`src/hw/rtl/ptq_pkg.sv`:
```
`timescale 1ns / 1ps
// ----------------------------------------------------------------------------
// ptq_pkg - shared types and constants of the timer queue
// Field widths, command codes and the control/status bundles between the
// controller and the datapath.
// ----------------------------------------------------------------------------
package ptq_pkg;

   localparam int CMD_W       = 2;
   localparam int SLOT_W      = 4;
   localparam int DELAY_W     = 16;
   localparam int TIME_W      = 32;
   localparam int DL_W        = TIME_W + 1;
   localparam int MAX_RESULTS = 16;
   localparam int CNT_W       = $clog2(MAX_RESULTS + 1);

   typedef enum logic [CMD_W-1:0] {
      CMD_TICK    = 2'd0,
      CMD_ARM_PER = 2'd1,
      CMD_ARM_ONE = 2'd2,
      CMD_DISARM  = 2'd3
   } cmd_code_type;

   // controller -> datapath
   typedef struct packed {
      logic take;        // accept a request beat
      logic apply;       // execute the latched arm or disarm
      logic scan_start;  // restart a scan from slot zero
      logic fire;        // re-arm or clear the selected slot
      logic promote;     // move the selected slot into the pending result
      logic emit;        // load the pending result into the output register
      logic emit_last;   // the emitted result closes the tick
   } ctl_type;

   // datapath -> controller
   typedef struct packed {
      logic req_valid;
      logic is_tick;
      logic enabled;
      logic scan_done;
      logic found;
      logic pending;
      logic out_free;
   } sts_type;

endpackage

```
`src/hw/rtl/ptq_ifs.sv`:
```
`timescale 1ns / 1ps
// ----------------------------------------------------------------------------
// ptq_ifs - channel interfaces of the timer queue
// Request, response and control-register write channels, valid/ready.
// ----------------------------------------------------------------------------
interface ptq_req_if import ptq_pkg::*; ();
   logic                valid;
   logic                ready;
   logic [CMD_W-1:0]    cmd;
   logic [SLOT_W-1:0]   slot;
   logic [DELAY_W-1:0]  delay;
   logic [TIME_W-1:0]   now;

   modport source (output valid, cmd, slot, delay, now, input ready);
   modport sink   (input valid, cmd, slot, delay, now, output ready);
endinterface

interface ptq_rsp_if import ptq_pkg::*; ();
   logic                valid;
   logic                ready;
   logic [SLOT_W-1:0]   fired_slot;
   logic                was_periodic;
   logic                last;

   modport source (output valid, fired_slot, was_periodic, last, input ready);
   modport sink   (input valid, fired_slot, was_periodic, last, output ready);
endinterface

interface ptq_csr_if ();
   logic valid;
   logic ready;
   logic enabled;

   modport source (output valid, enabled, input ready);
   modport sink   (input valid, enabled, output ready);
endinterface

```
`src/hw/rtl/periodic_oneshot_timer_queue_core.sv`:
```
`timescale 1ns / 1ps
// ----------------------------------------------------------------------------
// periodic_oneshot_timer_queue_core - periodic and one-shot timer slot table
// Arm, disarm and tick commands over SLOTS timer slots; a tick returns the
// due slots in deadline order, re-arming periodic ones.
// ----------------------------------------------------------------------------
// A request beat carries one command. Arm and disarm return no response. A
// tick with the enable register set walks the slot table once per fired
// slot, through the single read port of the slot memory, and then once more
// to find nothing due, unless 16 fire; the block stalls while the response
// side holds ready low and the output register is full. Responses come one
// per fired slot, earliest deadline first, lower slot first on equal
// deadlines, and the final one of the tick carries last. At most 16 slots
// fire per tick; the rest stay due for the next one. A tick with the enable
// register clear returns nothing. The enable register is written over the
// csr channel, one beat at a time; the user must write it only while the
// block is idle, as the block itself does not enforce this. Its write is
// taken at once outside reset.
// ----------------------------------------------------------------------------
module periodic_oneshot_timer_queue_core
   import ptq_pkg::*;
#(
   parameter int SLOTS = 16
) (
   input  logic       clock,
   input  logic       reset,
   ptq_req_if.sink    req_bus,
   ptq_rsp_if.source  rsp_bus,
   ptq_csr_if.sink    csr_bus
);

   ctl_type ctl;
   sts_type sts;

   // sequence commands and the per-result table walks
   ptq_ctrl u_ctrl (
      .clock (clock),
      .reset (reset),
      .sts   (sts),
      .ctl   (ctl)
   );

   // hold slot state, pick the earliest due slot, register results
   ptq_datapath #(
      .SLOTS (SLOTS)
   ) u_datapath (
      .clock   (clock),
      .reset   (reset),
      .req_bus (req_bus),
      .rsp_bus (rsp_bus),
      .csr_bus (csr_bus),
      .ctl     (ctl),
      .sts     (sts)
   );

endmodule

```
`src/hw/rtl/ptq_ctrl.sv`:
```
`timescale 1ns / 1ps
// ----------------------------------------------------------------------------
// ptq_ctrl - timer queue sequencer
// Runs arm/disarm commands and the repeated earliest-deadline scans of a tick.
// ----------------------------------------------------------------------------
module ptq_ctrl
   import ptq_pkg::*;
(
   input  logic    clock,
   input  logic    reset,
   input  sts_type sts,
   output ctl_type ctl
);

   typedef enum logic [4:0] {
      S_IDLE   = 5'b00001,
      S_EXEC   = 5'b00010,
      S_SCAN   = 5'b00100,
      S_DECIDE = 5'b01000,
      S_FLUSH  = 5'b10000
   } state_type;

   state_type         state_ff, state_in;
   logic [CNT_W-1:0]  cnt_ff, cnt_in;

   always_comb begin
      ctl      = '0;
      state_in = state_ff;
      cnt_in   = cnt_ff;
      unique case (state_ff)
         S_IDLE: begin
            ctl.take = 1'b1;
            if (sts.req_valid) begin
               state_in = S_EXEC;
            end
         end
         S_EXEC: begin
            if (!sts.is_tick) begin
               ctl.apply = 1'b1;
               state_in  = S_IDLE;
            end else if (!sts.enabled) begin
               state_in = S_IDLE;
            end else begin
               ctl.scan_start = 1'b1;
               cnt_in         = '0;
               state_in       = S_SCAN;
            end
         end
         S_SCAN: begin
            if (sts.scan_done) begin
               state_in = S_DECIDE;
            end
         end
         S_DECIDE: begin
            if (sts.found) begin
               // hold until the previous result can leave
               if (!sts.pending || sts.out_free) begin
                  ctl.emit    = sts.pending;
                  ctl.promote = 1'b1;
                  ctl.fire    = 1'b1;
                  cnt_in      = cnt_ff + 1'b1;
                  if (cnt_ff == CNT_W'(MAX_RESULTS - 1)) begin
                     state_in = S_FLUSH;
                  end else begin
                     ctl.scan_start = 1'b1;
                     state_in       = S_SCAN;
                  end
               end
            end else if (sts.pending) begin
               state_in = S_FLUSH;
            end else begin
               state_in = S_IDLE;
            end
         end
         S_FLUSH: begin
            if (sts.out_free) begin
               ctl.emit      = 1'b1;
               ctl.emit_last = 1'b1;
               state_in      = S_IDLE;
            end
         end
         default: begin
            state_in = S_IDLE;
         end
      endcase
   end

   always_ff @(posedge clock) begin
      if (reset) begin
         state_ff <= S_IDLE;
         cnt_ff   <= '0;
      end else begin
         state_ff <= state_in;
         cnt_ff   <= cnt_in;
      end
   end

endmodule

```
`src/hw/rtl/ptq_datapath.sv`:
```
`timescale 1ns / 1ps
// ----------------------------------------------------------------------------
// ptq_datapath - timer queue slot storage and selection
// Slot memories, scan pipeline, earliest-deadline tracker and result registers.
// ----------------------------------------------------------------------------
module ptq_datapath
   import ptq_pkg::*;
#(
   parameter int SLOTS = 16
) (
   input  logic           clock,
   input  logic           reset,
   ptq_req_if.sink        req_bus,
   ptq_rsp_if.source      rsp_bus,
   ptq_csr_if.sink        csr_bus,
   input  ctl_type        ctl,
   output sts_type        sts
);

   localparam int IW = (SLOTS > 1) ? $clog2(SLOTS) : 1;
   localparam int SW = $clog2(SLOTS + 1) + 1;

   // latched request
   logic [CMD_W-1:0]    cmd_ff;
   logic [SLOT_W-1:0]   slot_ff;
   logic [DELAY_W-1:0]  delay_ff;
   logic [TIME_W-1:0]   now_ff;

   logic                enabled_ff;

   // slot state
   logic [DL_W-1:0]     deadline_mem [SLOTS];
   logic [DELAY_W-1:0]  period_mem   [SLOTS];
   logic [SLOTS-1:0]    armed_ff;
   logic [SLOTS-1:0]    per_ff;

   // scan pipeline
   logic [IW-1:0]       addr_ff, addr_in;
   logic                issuing_ff, issuing_in;
   logic                rd_valid_ff;
   logic                rd_last_ff;
   logic [IW-1:0]       rd_idx_ff;
   logic                rd_armed_ff;
   logic                rd_per_ff;
   logic [DL_W-1:0]     dl_rd_ff;
   logic [DELAY_W-1:0]  pr_rd_ff;

   // earliest due slot of the current scan
   logic                best_valid_ff;
   logic [IW-1:0]       best_idx_ff;
   logic                best_per_ff;
   logic [DL_W-1:0]     best_dl_ff;
   logic [DELAY_W-1:0]  best_pr_ff;

   // result waiting for its last flag
   logic                pend_valid_ff;
   logic [IW-1:0]       pend_idx_ff;
   logic                pend_per_ff;

   logic                rsp_valid_ff;
   logic [SLOT_W-1:0]   rsp_slot_ff;
   logic                rsp_per_ff;
   logic                rsp_last_ff;

   logic                slot_ok;
   logic [IW-1:0]       cmd_idx;
   logic                is_arm;
   logic                is_per;
   logic [DELAY_W-1:0]  arm_delay;
   logic [DL_W-1:0]     now_ext;
   logic                cand;
   logic                wr_en;
   logic [IW-1:0]       wr_idx;
   logic [DL_W-1:0]     wr_dl;
   logic                out_free;

   assign slot_ok   = SW'(slot_ff) < SW'(SLOTS);
   assign cmd_idx   = IW'(slot_ff);
   assign is_per    = (cmd_ff == CMD_ARM_PER);
   assign is_arm    = is_per || (cmd_ff == CMD_ARM_ONE);
   assign arm_delay = (is_per && delay_ff == '0) ? DELAY_W'(1) : delay_ff;
   assign now_ext   = {1'b0, now_ff};
   assign out_free  = !rsp_valid_ff || rsp_bus.ready;

   // due, and strictly earlier than the best so far: ties keep the lower slot
   assign cand = rd_valid_ff && rd_armed_ff && (dl_rd_ff <= now_ext)
                 && (!best_valid_ff || dl_rd_ff < best_dl_ff);

   always_comb begin
      wr_en  = 1'b0;
      wr_idx = cmd_idx;
      wr_dl  = now_ext + DL_W'(arm_delay);
      if (ctl.apply && is_arm && slot_ok) begin
         wr_en = 1'b1;
      end else if (ctl.fire && best_per_ff) begin
         wr_en  = 1'b1;
         wr_idx = best_idx_ff;
         wr_dl  = now_ext + DL_W'(best_pr_ff);
      end
   end

   always_comb begin
      addr_in    = addr_ff;
      issuing_in = issuing_ff;
      if (ctl.scan_start) begin
         addr_in    = '0;
         issuing_in = 1'b1;
      end else if (issuing_ff) begin
         addr_in = addr_ff + 1'b1;
         if (addr_ff == IW'(SLOTS - 1)) begin
            issuing_in = 1'b0;
         end
      end
   end

   always_ff @(posedge clock) begin
      if (ctl.take && req_bus.valid) begin
         cmd_ff   <= req_bus.cmd;
         slot_ff  <= req_bus.slot;
         delay_ff <= req_bus.delay;
         now_ff   <= req_bus.now;
      end
   end

   always_ff @(posedge clock) begin
      if (reset) begin
         enabled_ff <= 1'b0;
      end else if (csr_bus.valid) begin
         enabled_ff <= csr_bus.enabled;
      end
   end

   // slot memories: one write port, one registered scan read port
   always_ff @(posedge clock) begin
      if (wr_en) begin
         deadline_mem[wr_idx] <= wr_dl;
      end
      if (ctl.apply && is_arm && slot_ok) begin
         period_mem[cmd_idx] <= is_per ? arm_delay : '0;
      end
      if (issuing_ff) begin
         dl_rd_ff <= deadline_mem[addr_ff];
         pr_rd_ff <= period_mem[addr_ff];
      end
   end

   always_ff @(posedge clock) begin
      if (reset) begin
         armed_ff <= '0;
         per_ff   <= '0;
      end else if (ctl.apply && slot_ok) begin
         if (is_arm) begin
            armed_ff[cmd_idx] <= 1'b1;
            per_ff[cmd_idx]   <= is_per;
         end else if (cmd_ff == CMD_DISARM) begin
            armed_ff[cmd_idx] <= 1'b0;
         end
      end else if (ctl.fire && !best_per_ff) begin
         armed_ff[best_idx_ff] <= 1'b0;
      end
   end

   always_ff @(posedge clock) begin
      if (reset) begin
         addr_ff     <= '0;
         issuing_ff  <= 1'b0;
         rd_valid_ff <= 1'b0;
      end else begin
         addr_ff     <= addr_in;
         issuing_ff  <= issuing_in;
         rd_valid_ff <= issuing_ff;
      end
   end

   always_ff @(posedge clock) begin
      if (issuing_ff) begin
         rd_idx_ff   <= addr_ff;
         rd_last_ff  <= (addr_ff == IW'(SLOTS - 1));
         rd_armed_ff <= armed_ff[addr_ff];
         rd_per_ff   <= per_ff[addr_ff];
      end
   end

   always_ff @(posedge clock) begin
      if (reset) begin
         best_valid_ff <= 1'b0;
      end else if (ctl.scan_start) begin
         best_valid_ff <= 1'b0;
      end else if (cand) begin
         best_valid_ff <= 1'b1;
      end
   end

   always_ff @(posedge clock) begin
      if (cand) begin
         best_idx_ff <= rd_idx_ff;
         best_per_ff <= rd_per_ff;
         best_dl_ff  <= dl_rd_ff;
         best_pr_ff  <= pr_rd_ff;
      end
   end

   always_ff @(posedge clock) begin
      if (reset) begin
         pend_valid_ff <= 1'b0;
      end else if (ctl.promote) begin
         pend_valid_ff <= 1'b1;
      end else if (ctl.emit_last) begin
         pend_valid_ff <= 1'b0;
      end
   end

   always_ff @(posedge clock) begin
      if (ctl.promote) begin
         pend_idx_ff <= best_idx_ff;
         pend_per_ff <= best_per_ff;
      end
   end

   always_ff @(posedge clock) begin
      if (reset) begin
         rsp_valid_ff <= 1'b0;
      end else if (ctl.emit) begin
         rsp_valid_ff <= 1'b1;
      end else if (rsp_bus.ready) begin
         rsp_valid_ff <= 1'b0;
      end
   end

   always_ff @(posedge clock) begin
      if (ctl.emit) begin
         rsp_slot_ff <= SLOT_W'(pend_idx_ff);
         rsp_per_ff  <= pend_per_ff;
         rsp_last_ff <= ctl.emit_last;
      end
   end

   // refuse beats while reset is held
   assign req_bus.ready        = ctl.take && !reset;
   assign csr_bus.ready        = !reset;
   assign rsp_bus.valid        = rsp_valid_ff;
   assign rsp_bus.fired_slot   = rsp_slot_ff;
   assign rsp_bus.was_periodic = rsp_per_ff;
   assign rsp_bus.last         = rsp_last_ff;

   assign sts.req_valid = req_bus.valid;
   assign sts.is_tick   = (cmd_ff == CMD_TICK);
   assign sts.enabled   = enabled_ff;
   assign sts.scan_done = rd_valid_ff && rd_last_ff;
   assign sts.found     = best_valid_ff;
   assign sts.pending   = pend_valid_ff;
   assign sts.out_free  = out_free;

endmodule

```
`src/flat_wrapper.sv`:
```
// flat-port wrapper written by rule: the top's interface ports become plain ports
module periodic_oneshot_timer_queue_core_flat import ptq_pkg::*;
#(
   parameter int SLOTS = 16
)
  (clock, reset, req_bus_valid, req_bus_cmd, req_bus_slot, req_bus_delay, req_bus_now, req_bus_ready, rsp_bus_valid, rsp_bus_fired_slot, rsp_bus_was_periodic, rsp_bus_last, rsp_bus_ready, csr_bus_valid, csr_bus_enabled, csr_bus_ready);
  ptq_req_if req_bus_i ();
  ptq_rsp_if rsp_bus_i ();
  ptq_csr_if csr_bus_i ();
  input  logic clock;
  input  logic reset;
  input wire logic [$bits(req_bus_i.valid)-1:0] req_bus_valid;
  input wire logic [$bits(req_bus_i.cmd)-1:0] req_bus_cmd;
  input wire logic [$bits(req_bus_i.slot)-1:0] req_bus_slot;
  input wire logic [$bits(req_bus_i.delay)-1:0] req_bus_delay;
  input wire logic [$bits(req_bus_i.now)-1:0] req_bus_now;
  output wire logic [$bits(req_bus_i.ready)-1:0] req_bus_ready;
  output wire logic [$bits(rsp_bus_i.valid)-1:0] rsp_bus_valid;
  output wire logic [$bits(rsp_bus_i.fired_slot)-1:0] rsp_bus_fired_slot;
  output wire logic [$bits(rsp_bus_i.was_periodic)-1:0] rsp_bus_was_periodic;
  output wire logic [$bits(rsp_bus_i.last)-1:0] rsp_bus_last;
  input wire logic [$bits(rsp_bus_i.ready)-1:0] rsp_bus_ready;
  input wire logic [$bits(csr_bus_i.valid)-1:0] csr_bus_valid;
  input wire logic [$bits(csr_bus_i.enabled)-1:0] csr_bus_enabled;
  output wire logic [$bits(csr_bus_i.ready)-1:0] csr_bus_ready;
  assign req_bus_i.valid = req_bus_valid;
  assign req_bus_i.cmd = req_bus_cmd;
  assign req_bus_i.slot = req_bus_slot;
  assign req_bus_i.delay = req_bus_delay;
  assign req_bus_i.now = req_bus_now;
  assign req_bus_ready = req_bus_i.ready;
  assign rsp_bus_valid = rsp_bus_i.valid;
  assign rsp_bus_fired_slot = rsp_bus_i.fired_slot;
  assign rsp_bus_was_periodic = rsp_bus_i.was_periodic;
  assign rsp_bus_last = rsp_bus_i.last;
  assign rsp_bus_i.ready = rsp_bus_ready;
  assign csr_bus_i.valid = csr_bus_valid;
  assign csr_bus_i.enabled = csr_bus_enabled;
  assign csr_bus_ready = csr_bus_i.ready;
  periodic_oneshot_timer_queue_core #(.SLOTS(SLOTS)) u_core (.clock(clock), .reset(reset), .req_bus(req_bus_i), .rsp_bus(rsp_bus_i), .csr_bus(csr_bus_i));
endmodule
```
`config.mk`:
```
export PLATFORM = sky130hd
export DESIGN_NAME = periodic_oneshot_timer_queue_core_flat
export DESIGN_NICKNAME = d
export VERILOG_FILES = /design/src/hw/rtl/ptq_pkg.sv /design/src/hw/rtl/ptq_ifs.sv /design/src/hw/rtl/periodic_oneshot_timer_queue_core.sv /design/src/hw/rtl/ptq_ctrl.sv /design/src/hw/rtl/ptq_datapath.sv /design/src/flat_wrapper.sv
export SDC_FILE = /design/constraint.sdc
export NUM_CORES = 1
export LEC_CHECK = 0
export BUFFER_PORTS_ARGS = -buffer_cell sky130_fd_sc_hd__buf_2
export CORE_ASPECT_RATIO = 0.7
export CORE_MARGIN = 5
export CORE_UTILIZATION = 58
export DETAILED_ROUTE_END_ITERATION = 8
export PLACE_DENSITY_LB_ADDON = 0.12
export SYNTH_ARGS = -nofsm -noshare
export SYNTH_HDL_FRONTEND = slang
export SYNTH_SLANG_ARGS = --single-unit
```
`constraint.sdc`:
```
create_clock -name clock -period 9.92 [get_ports clock]
set_input_delay 0 -clock clock [delete_from_list [all_inputs] [get_ports clock]]
set_output_delay 0 -clock clock [all_outputs]
set_load 0.02 [all_outputs]
```
Word level (Yosys, flattened, before mapping). Memories as Yosys holds them, arrays and structs flattened. A register that Yosys moved wholly into a read port is not among the register bits. Cells that the tools add are included.

Add/subtract/negate cells: 4. $lt $le $gt $ge: 7. Equal/unequal tests: 19. Muxes and demuxes: 60. Bitwise operators: 5. Reduce and logical (&&, ||, !) cells: 32.

Operators by type and width (count): $mux W16 (6); $add A32 B16 Y33 (2); $mux W33 (2); $mux W5 (12); $le A33 B32 Y1 (1); $lt A33 B33 Y1 (1); $and A16 B16 Y16 (2); $not A16 Y16 (2); $pmux W5 S5 (1); $mux W1 (24); $bwmux W16 (1); $logic_not A16 Y1 (1); $mux W4 (4); $or A16 B16 Y16 (1); $lt A4 B5 Y1 const B (3); $logic_and A1 B1 Y1 (12); $ne A2 B2 Y1 const B (6); $eq A5 B4 Y1 const B (2); $pmux W5 S2 (1); $bmux W1 S4 (2); $demux W1 S4 (2); $ge A4 B1 Y1 const B (2); $reduce_bool A2 Y1 (4); $add A5 B1 Y5 const B (1); 21 further kinds (32).

Bits in registers: 178. RAM bits: 784. Bits of input ports: 60. Memories kept: 2.

Memory list: u_core.u_datapath.deadline_mem (words 16, width 33, read ports 1, clocked after memory_dff 1, write ports 1, RTL line ptq_datapath.sv:32) `logic [DL_W-1:0] deadline_mem [SLOTS];`; u_core.u_datapath.period_mem (words 16, width 16, read ports 1, clocked after memory_dff 1, write ports 1, RTL line ptq_datapath.sv:33) `logic [DELAY_W-1:0] period_mem [SLOTS];`.

Depth between registers and ports, before layout. Gate-level depths: netlist (run 1).

Depth after elaboration: 11. Mapped depth: 15. Depth with buffers taken out: 15.

Modules after synthesis. Synthesis (run 1) repeated with hierarchy kept, for this count alone.

Cell total of the unflattened synthesis: 2194. Area total of the unflattened synthesis: 41479.8 um^2.

Modules (own cells, without submodules): ptq_datapath (instances 1, cells each 2116, area an instance 40837.9 um^2); ptq_ctrl (instances 1, cells each 78, area an instance 641.9 um^2).

Worst setup path after synthesis (run 1). No wires, ideal clock.

Path type: reg2reg. Start point: register u_core.u_datapath.now_ff[10]. End point: register u_core.u_datapath.best_dl_ff[0] (enable). Arrival: 5.878 ns. Data required time: 9.373 ns. Setup slack: 3.495 ns. Stages on the path, launching flop included: 11. Buffers on the path: 0. Clock period less this slack: 6.425 ns. Cell sequence: edfxtp_1 > inv_1 > ha_1 > a21o_1 > a21o_1 > a21oi_1 > nand2_1 > o31a_1 > a311oi_1 > nor2_1 > a211oi_1.

Word-level cells in the longest chain between the ends: 3.

RTL lines: start, declared (RTL line ptq_datapath.sv:27) `logic [TIME_W-1:0] now_ff;`; start signal, assigned (RTL line ptq_datapath.sv:121) `now_ff <= req_bus.now;`; $le A33 B32 Y1 (RTL line ptq_datapath.sv:86) `assign cand = rd_valid_ff && rd_armed_ff && (dl_rd_ff <= now_ext)`; $logic_and A1 B1 Y1 (RTL line ptq_datapath.sv:86); $logic_and A1 B1 Y1 (RTL line ptq_datapath.sv:87) `&& (!best_valid_ff || dl_rd_ff < best_dl_ff);`; net u_core.u_datapath.cand (RTL line ptq_datapath.sv:71) `logic cand;`; end signal, assigned (RTL line ptq_datapath.sv:198) `best_dl_ff <= dl_rd_ff;`; end, declared (RTL line ptq_datapath.sv:52) `logic [DL_W-1:0] best_dl_ff;`.

The timed path passes the listed nets, and every way through them passes these cells. A chain may end at the register's enable or synchronous reset.

Worst setup path after layout (run 1).
Start point: register u_core.u_datapath.cmd_ff[1]. End point: memory u_core.u_datapath.deadline_mem[0][17] (netlist bit), data pin.

Word-level cells in the longest chain between the ends: 6.

RTL lines: start, declared (RTL line ptq_datapath.sv:24) `logic [CMD_W-1:0] cmd_ff;`; start signal, assigned (RTL line ptq_datapath.sv:118) `cmd_ff <= req_bus.cmd;`; $eq A2 B1 Y1 * (RTL line ptq_datapath.sv:79) `assign is_per = (cmd_ff == CMD_ARM_PER);`; net u_core.u_datapath.is_per (RTL line ptq_datapath.sv:68) `logic is_per;`; $logic_and A1 B1 Y1 (RTL line ptq_datapath.sv:81) `assign arm_delay = (is_per && delay_ff == '0) ? DELAY_W'(1) : delay_ff;`; $mux W16 (RTL line ptq_datapath.sv:81); $add A32 B16 Y33 (RTL line ptq_datapath.sv:92) `wr_dl = now_ext + DL_W'(arm_delay);`; $mux W33 (RTL line ptq_datapath.sv:95) `end else if (ctl.fire && best_per_ff) begin`; $mux W33 * (RTL line ptq_datapath.sv:93) `if (ctl.apply && is_arm && slot_ok) begin`; net u_core.u_datapath.wr_dl[17] (RTL line ptq_datapath.sv:74) `logic [DL_W-1:0] wr_dl;`; end, declared (RTL line ptq_datapath.sv:32).

The timed path passes the listed nets; every way through them passes the cells marked *.

==> results of run 1 <==
-- worst reg2reg max path: cells and delay by family, from the launching register on --
family,cells,cell delay (ns)
buffers and inverters,2,0.39
xor gates and xnor gates,1,0.97
DFF,1,0.36
AOI/OAI and AO/OA,6,1.97
adders and majority gates,2,0.31
and+or+nand+nor,3,0.58
-- synthesized netlist by cell type (3+ instances only) --
| cell type | instances | area share, % |
|---|---|---|
| dfxtp_1 | 52 | 2.5 |
| o21a_1 | 8 | 0.15 |
| nor3_1 | 28 | 0.34 |
| nor2_2 | 5 | 0.076 |
| a21oi_1 | 84 | 1.0 |
| nor3_2 | 3 | 0.073 |
| nand2b_1 | 13 | 0.20 |
| a211oi_1 | 4 | 0.073 |
| nor2_1 | 50 | 0.46 |
| edfxtp_1 | 959 | 70 |
| or2_2 | 5 | 0.076 |
| nand2_1 | 98 | 0.89 |
| xnor2_1 | 31 | 0.66 |
| a21o_1 | 24 | 0.44 |
| mux4_2 | 255 | 14 |
| nor4_1 | 9 | 0.14 |
| nor2b_1 | 10 | 0.15 |
| buf_1 | 8 | 0.073 |
| and3_1 | 11 | 0.17 |
| a31oi_1 | 20 | 0.30 |
| o211ai_1 | 5 | 0.091 |
| o21ai_0 | 57 | 0.69 |
| clkbuf_1 | 65 | 0.59 |
| o31ai_1 | 5 | 0.091 |
| or3_1 | 3 | 0.046 |
| nand4_1 | 16 | 0.24 |
| buf_4 | 3 | 0.055 |
| nand3_1 | 16 | 0.19 |
| o22ai_1 | 5 | 0.076 |
| inv_1 | 97 | 0.88 |
| and2_1 | 20 | 0.30 |
| ha_1 | 99 | 3.0 |
| xor2_1 | 17 | 0.36 |
| buf_2 | 21 | 0.26 |
| a2111oi_0 | 5 | 0.11 |
| mux2i_1 | 9 | 0.22 |
-- worst paths after layout --
| path | endpoint | depth (start not counted) |
|---|---|---|
| setup / recovery | u_core.u_datapath.deadline_mem[0][17]$_DFFE_PP_ | 14 |
| hold / removal | u_core.u_datapath.now_ff[22]$_DFFE_PP_ | 2 |
| setup reg to reg | u_core.u_datapath.deadline_mem[0][17]$_DFFE_PP_ | 14 |
| hold reg to reg | u_core.u_datapath.best_pr_ff[0]$_DFFE_PP_ | 0 |
-- metrics by stage --
step | cell area, um^2 | utilization, % | setup WS [ns] | cells
2_1_floorplan | 41200 | - | 3.50 | 2166
3_3_place_gp | 42800 | 61.1 | 5.25 | 3127
3_5_place_dp | 42800 | 61.1 | 5.06 | 3127
4_1_cts | 46400 | 66.1 | 5.02 | 3360
5_1_grt | 46400 | 66.1 | 4.51 | 3360
6_report | 46400 | 66.1 | 4.94 | 3361
-- power groups by stage --
stage	registers, mW	clock network, mW	logic [mW]
after detailed placement	4.90	0	0.360
after CTS	4.81	3.52	0.380
after floorplan	4.89	0	0.223
after global routing	4.81	3.71	0.424
final	4.81	3.46	0.385
after global placement	4.90	0	0.342
-- area by class of cell --
type / instances / area [um^2]
inverters: 98 / 368
multi-input cells: 958 / 10800
fillers: 4648 / 23800
clock inverters: 56 / 478
flip-flops and latches: 1011 / 29900
clock buffers: 116 / 2460
diodes: 1 / 2.50
repair buffers: 167 / 1240
well taps: 954 / 1190
-- flip-flops by register name, indices dropped and copies added (netlist names), 4 cells and up, named ones only --
name	count
u_core.u_datapath.dl_rd_ff	33
u_core.u_datapath.best_idx_ff	4
u_core.u_datapath.best_pr_ff	16
u_core.u_datapath.rsp_bus.fired_slot	4
u_core.u_datapath.deadline_mem	528
u_core.u_datapath.rd_idx_ff	4
u_core.u_ctrl.cnt_ff	5
u_core.u_datapath.pr_rd_ff	16
u_core.u_ctrl.state_ff	5
u_core.u_datapath.addr_ff	4
u_core.u_datapath.period_mem	256
u_core.u_datapath.best_dl_ff	33
u_core.u_datapath.per_ff	16
u_core.u_datapath.now_ff	32
u_core.u_datapath.delay_ff	16
u_core.u_datapath.pend_idx_ff	4
u_core.u_datapath.cmd_idx	4
-- metal layers --
metal / global-route usage [%] / share of wire [%] / wire (um) / vias up
met3: 4.91 / 9.5 / 8910 / 111
li1: - / - / - / 9052
met5: 0 / 0 / 0 / -
met2: 37.5 / 46 / 42800 / 1054
met4: 5.34 / 1.6 / 1540 / 0
met1: 39.5 / 43 / 40800 / 11141
-- cell families after synthesis --
group,after synthesis,share of synthesized area [%]
AND/OR/NAND/NOR,299,3.65
multiplexers,264,14.2
flip-flops,1011,72.4
buffers and inverters,197,1.92
adder cells (fa/ha/maj),101,3.10
AO/OA/AOI/OAI,246,3.71
XOR/XNOR,48,1.02
-- what timing repair did --
action,in CTS,in global routing
endpoints found under the setup margin,0,0
hold buffers,61,0
hold endpoints to repair,96,0
==> flow_summary.toml, run 1 <==
[route]
ant_nets = 0
drt_iter0_drc = 2435
wl_per_cell_um = 28.0
drt_wl_total_um = 94000
via_per_inst = 6.35
vias = 21358
drc = 0
dr.pass1.iters = 6

[worst_setup_path]
crit_start = "u_core.u_datapath.cmd_ff[1]$_DFFE_PP_"
critPathMaxFanout = 33
crit_arrival_ns = 5.24
cp-start-kind = "flip-flop"
path_buf_inv = 2
crit_top_cell = "ha_1"
path_cells = "inv_1 > ha_1 > buf_4 > nor4b_1 > a41o_1 > ha_1 > nand3_1 > a31oi_1 > o22ai_1 > a211oi_1 > o211ai_1 > a32oi_2 > nand2_1 > xnor2_1"
r2r_start = "u_core.u_datapath.cmd_ff[1]$_DFFE_PP_"
critPathSlowestCell = "xnor2_1"
rrSetupSlack_ns = 4.94
max_stage_delay_ns = 0.97
critPathKind = "reg -> reg"
worstPathRequired_ns = 10.18
cp_top_family = "compound AO/OA/AOI/OAI gates"
end_kind = "flip-flop"

[logic_synthesis]
synthDistinctLibCells = 73
synth_seq_area_share_pct = 72.4
yosys_most_used_dff = "edfxtp_1"
synth_fp_nets = 2327
synth_cells = 2166
ys_ff_latch = 1011
synth.avg_cell_area_um2 = 19.0
ys_warn_count = 0
async_flop_share_pct = 0
syn_area_um2 = 41200
synth_enable_flop_cells = 959

[cts]
cts_sinks = 1011
postCtsSetupBuffers = 0
cts_tree = "built"
cts_made_buffers = 92
clk_pin_slew_ns = 0.06
h-tree-depth = 3
clock_path_buffers = 3
cts.root.buffer_cell = "clkbuf_16"
worst_skew_pair.late_latency_ns = 0.66
cts.repair.resized = 0

[floorplan]
dieArea_um2 = 76500
die_x_um = 329
fp.dieH_um = 233
initial_core_util_pct = 58.7
num_rows = 81
core_area_um2 = 70100
io_pins = 69

[placement]
gp_congestion = 0.893
io_buffer_count = 68
dp_hpwl_um = 54200

[global_routing]
grt_pass1_vias = 21106
grt_usage_pct = 25.1
antenna_found_initial = 2
grt_pass1_wl_um = 139000
grt_max_degree = 66
gr-total-overflow = 0

[timing]
relSlewSlack_pct = 12.1
tightest_slew_ns = 1.32
finClkSkew_ns = 0.0313
setup_viol = 0
rsz0062_at_grt = "no"
hold_ws_ns = 0.0534
tns_ns = 0
fin_crit_ns = 4.98
final-hold-violation-count = 0
period_share_pct = 50.2
slew_violations = 0
fmax_mhz = 201

[power]
p_leak_nw = 14.9
internal-power_mw = 6.84
clkPwrFrac_pct = 40.0
switching_power_mw = 1.81
p_comb_share_pct = 4.5
swShare_pct = 21.0
p_per_area_nw_per_um2 = 187
power_frac_seq_pct = 55.6
vdd_drop_max_v = 0.000154
p_total_mw = 8.65

[run_status]
status = "complete, no violations"

[hold_path]
min_path_type = "in -> reg"
min_from = "req_bus_now[22]"

[cells_and_area]
final_nets = 2489
final_common_cell = "edfxtp_1"
layout_common_cells = "edfxtp_1, mux4_2, ha_1, nand2_1, inv_1"
drive_above_1_share_pct = 22.5
area_growth_pct = 12.6

[job]
maxCapViolCount = 0
No activity file was read; power rests on OpenSTA's default activity.
==> run 2: changes to the inputs <==
--- a/config.mk
+++ b/config.mk
@@ -5,6 +5,7 @@
 export SDC_FILE = /design/constraint.sdc
 export NUM_CORES = 1
 export LEC_CHECK = 0
+export ABC_AREA = 1
 export BUFFER_PORTS_ARGS = -buffer_cell sky130_fd_sc_hd__buf_2
 export CORE_ASPECT_RATIO = 0.7
 export CORE_MARGIN = 5
==> constraint.sdc (replaced) <==
create_clock -name clock -period 4.9 [get_ports clock]
set_input_delay 0 -clock clock [delete_from_list [all_inputs] [get_ports clock]]
set_output_delay 0 -clock clock [all_outputs]
set_load 0.02 [all_outputs]
==> run 2 against run 1 <==
Net effect: register-to-register slack got worse by 4.2 ns; sequential cell count is the same; first-iteration DRC count grew 91%; maximum frequency grew 20%; final cell count is 46% higher; non-clock buffer count is 23 higher; clock power grew 110%; global-route usage is 7.5 points higher; sequential power rose by 110%; clock skew is 0.0015 ns lower; count of clock-buffer cells in the layout shrank 2; setup slack worse by 4.2 ns; critical path type unchanged; largest cell class unchanged.
==> flow_summary.toml, run 2 <==
[cts]
postCtsSetupBuffers = 0
clock_path_buffers = 3
cts_tree = "built"
h-tree-depth = 3
cts.repair.resized = 0
cts_made_buffers = 93
clk_pin_slew_ns = 0.07
worst_skew_pair.late_latency_ns = 0.67
cts.root.buffer_cell = "clkbuf_16"
cts_hold_buf = 59
cts_sinks = 1011

[cells_and_area]
fin_util_pct = 65.9
layout_common_cells = "edfxtp_1, nor2_1, o21ai_0, nand2_1, inv_1"
final_nets = 4016
area_growth_pct = 12.2
final_common_cell = "edfxtp_1"
reg_top3 = "u_core.u_datapath.deadline_mem x528, u_core.u_datapath.period_mem x256"
design_area_um2 = 48600
diodes = 0
largest_reg_flops = 528
drive_above_1_share_pct = 8.50
finalNonFillerCells = 4906
regMostFlops = "u_core.u_datapath.deadline_mem"

[logic_synthesis]
synth_seq_area_share_pct = 68.9
yosys-top-cells-count = "edfxtp_1, nor2_1, o21ai_0"
syn_area_um2 = 43300
yosys_most_used_dff = "edfxtp_1"
synth_fp_nets = 3922
synth_top_area_share_pct = 66.5
synth.most_common_cell = "edfxtp_1"
async_flop_share_pct = 0
synth_cells = 3761
ys_warn_count = 0
yosys-top-cells-area = "edfxtp_1, o21ai_0, nor2_1"
synthDistinctLibCells = 51
synth_enable_flop_cells = 959
yosysTopAreaCell = "edfxtp_1"
ys_ff_latch = 1011
synth.avg_cell_area_um2 = 11.5

[hold_path]
min_path_type = "in -> reg"
min_from = "req_bus_slot[1]"

[route]
dr.pass1.iters = 6
drt_iter0_drc = 4663
ant_nets = 0
drc = 0
drt_wl_total_um = 132000
via_per_inst = 6.37
vias = 31232
wl_per_cell_um = 26.9

[placement]
placed_cells = 4678
gp_congestion = 1.02
dp_hpwl_um = 82600
postPlaceCellArea_um2 = 45000
io_buffer_count = 68
preCtsSetupSlack_ns = 0.790

[global_routing]
grt_pass1_vias = 29217
grt_max_degree = 156
grt_pass1_wl_um = 192000
gr-total-overflow = 0
antenna_found_initial = 7
grt_usage_pct = 32.6

[worst_setup_path]
critPathSlowestCell = "xor2_1"
critPathKind = "reg -> reg"
worstPathRequired_ns = 5.22
endpoint = "u_core.u_datapath.deadline_mem[8][16]$_DFFE_PP_"
reg2regPathDepth = 19
critPathMaxFanout = 16
crit_start = "u_core.u_datapath.cmd_ff[1]$_DFFE_PP_"
path_cells = "inv_1 > ha_1 > clkinv_1 > nor4_1 > nand4_1 > nand2_1 > ha_1 > inv_1 > fa_1 > inv_1 > nand3_1 > nand2_1 > nand3_1 > nand2_1 > nand2_1 > nand3_1 > nand2_1 > nand2_1 > xor2_1"
r2r_end = "u_core.u_datapath.deadline_mem[8][16]$_DFFE_PP_"
end_kind = "flip-flop"
cp-start-kind = "flip-flop"
max_stage_delay_ns = 0.81
r2r_start = "u_core.u_datapath.cmd_ff[1]$_DFFE_PP_"
crit_arrival_ns = 4.49
crit_top_cell = "nand2_1"
rrSetupSlack_ns = 0.73

[timing]
rsz0062_at_grt = "no"
setup_ws_ns = 0.731
period_share_pct = 85.1
tns_ns = 0
final-hold-violation-count = 0
fin_crit_ns = 4.17
hold_ws_ns = 0.0463
tightest_slew_ns = 1.32
slew_violations = 0
setup_viol = 0
fmax_mhz = 240
relSlewSlack_pct = 11.9
finClkSkew_ns = 0.0298

[floorplan]
io_pins = 69
fp.dieH_um = 239
num_rows = 83
core_area_um2 = 73700
die_x_um = 337
dieArea_um2 = 80400
initial_core_util_pct = 58.8

[power]
p_total_mw = 18.6
vdd_drop_max_v = 0.000276
p_per_area_nw_per_um2 = 383
p_leak_nw = 17.4

[run_status]
status = "complete, no violations"

[job]
maxCapViolCount = 0
-- run 2: cell type report --
class	instances	area [um^2]
clock buffer	114	2450
clock inverter	55	622
fill	5503	25100
inverter	260	991
multi-input combinational	2299	11900
sequential	1011	29900
tap	977	1220
timing repair buffer	190	1590
-- run 2: logic make-up after synthesis --
kind of cell | after synthesis | synth area share (%)
simple gates | 1281 | 12.1
flops | 1011 | 68.9
compound gates | 898 | 11.7
buf+inv | 451 | 4.05
fa+ha+maj | 101 | 2.95
xor+xnor | 18 | 0.364
mux | 1 | 0.0231
-- run 2: worst min path at each step --
| stage | endpoint | slack, ns | cells past startpoint |
|---|---|---|---|
| final | u_core.u_datapath.cmd_idx[1]$_DFFE_PP_ | 0.05 | 2 |
| after global routing | u_core.u_datapath.cmd_idx[2]$_DFFE_PP_ | 0.03 | 2 |
| after CTS | u_core.u_datapath.now_ff[18]$_DFFE_PP_ | 0.006 | 2 |
| after floorplan | u_core.u_datapath.enabled_ff$_SDFFE_PP0P_ | 0.09 | 1 |
| after global placement | u_core.u_datapath.now_ff[16]$_DFFE_PP_ | 0.18 | 1 |
| after detailed placement | u_core.u_datapath.now_ff[9]$_DFFE_PP_ | 0.18 | 1 |
-- run 2: critical path: cells and delay by family, from the launching register on --
kind	cells	cell delay, ns
and+or+nand+nor	11	1.34
xor gates and xnor gates	1	0.81
adders and majority gates	3	0.78
buffers and inverters	4	0.51
DFF	1	0.38
-- run 2: report_power, final --
group	switching, mW	internal, mW
Sequential	0.102	9.82
Clock	3.23	4.12
Combinational	1.05	0.319
Total	4.38	14.3
-- run 2: per-layer routing --
layer  routed length [um]  share of wire (%)  global-route usage (%)  vias up
li1                     -                  -                       -    13705
met1                56000                 42                    51.7    15346
met2                55200                 42                    45.5     1967
met3                17800                 13                    8.14      206
met4                 3020                2.3                    7.83        8
met5                   43              0.033                       0        -
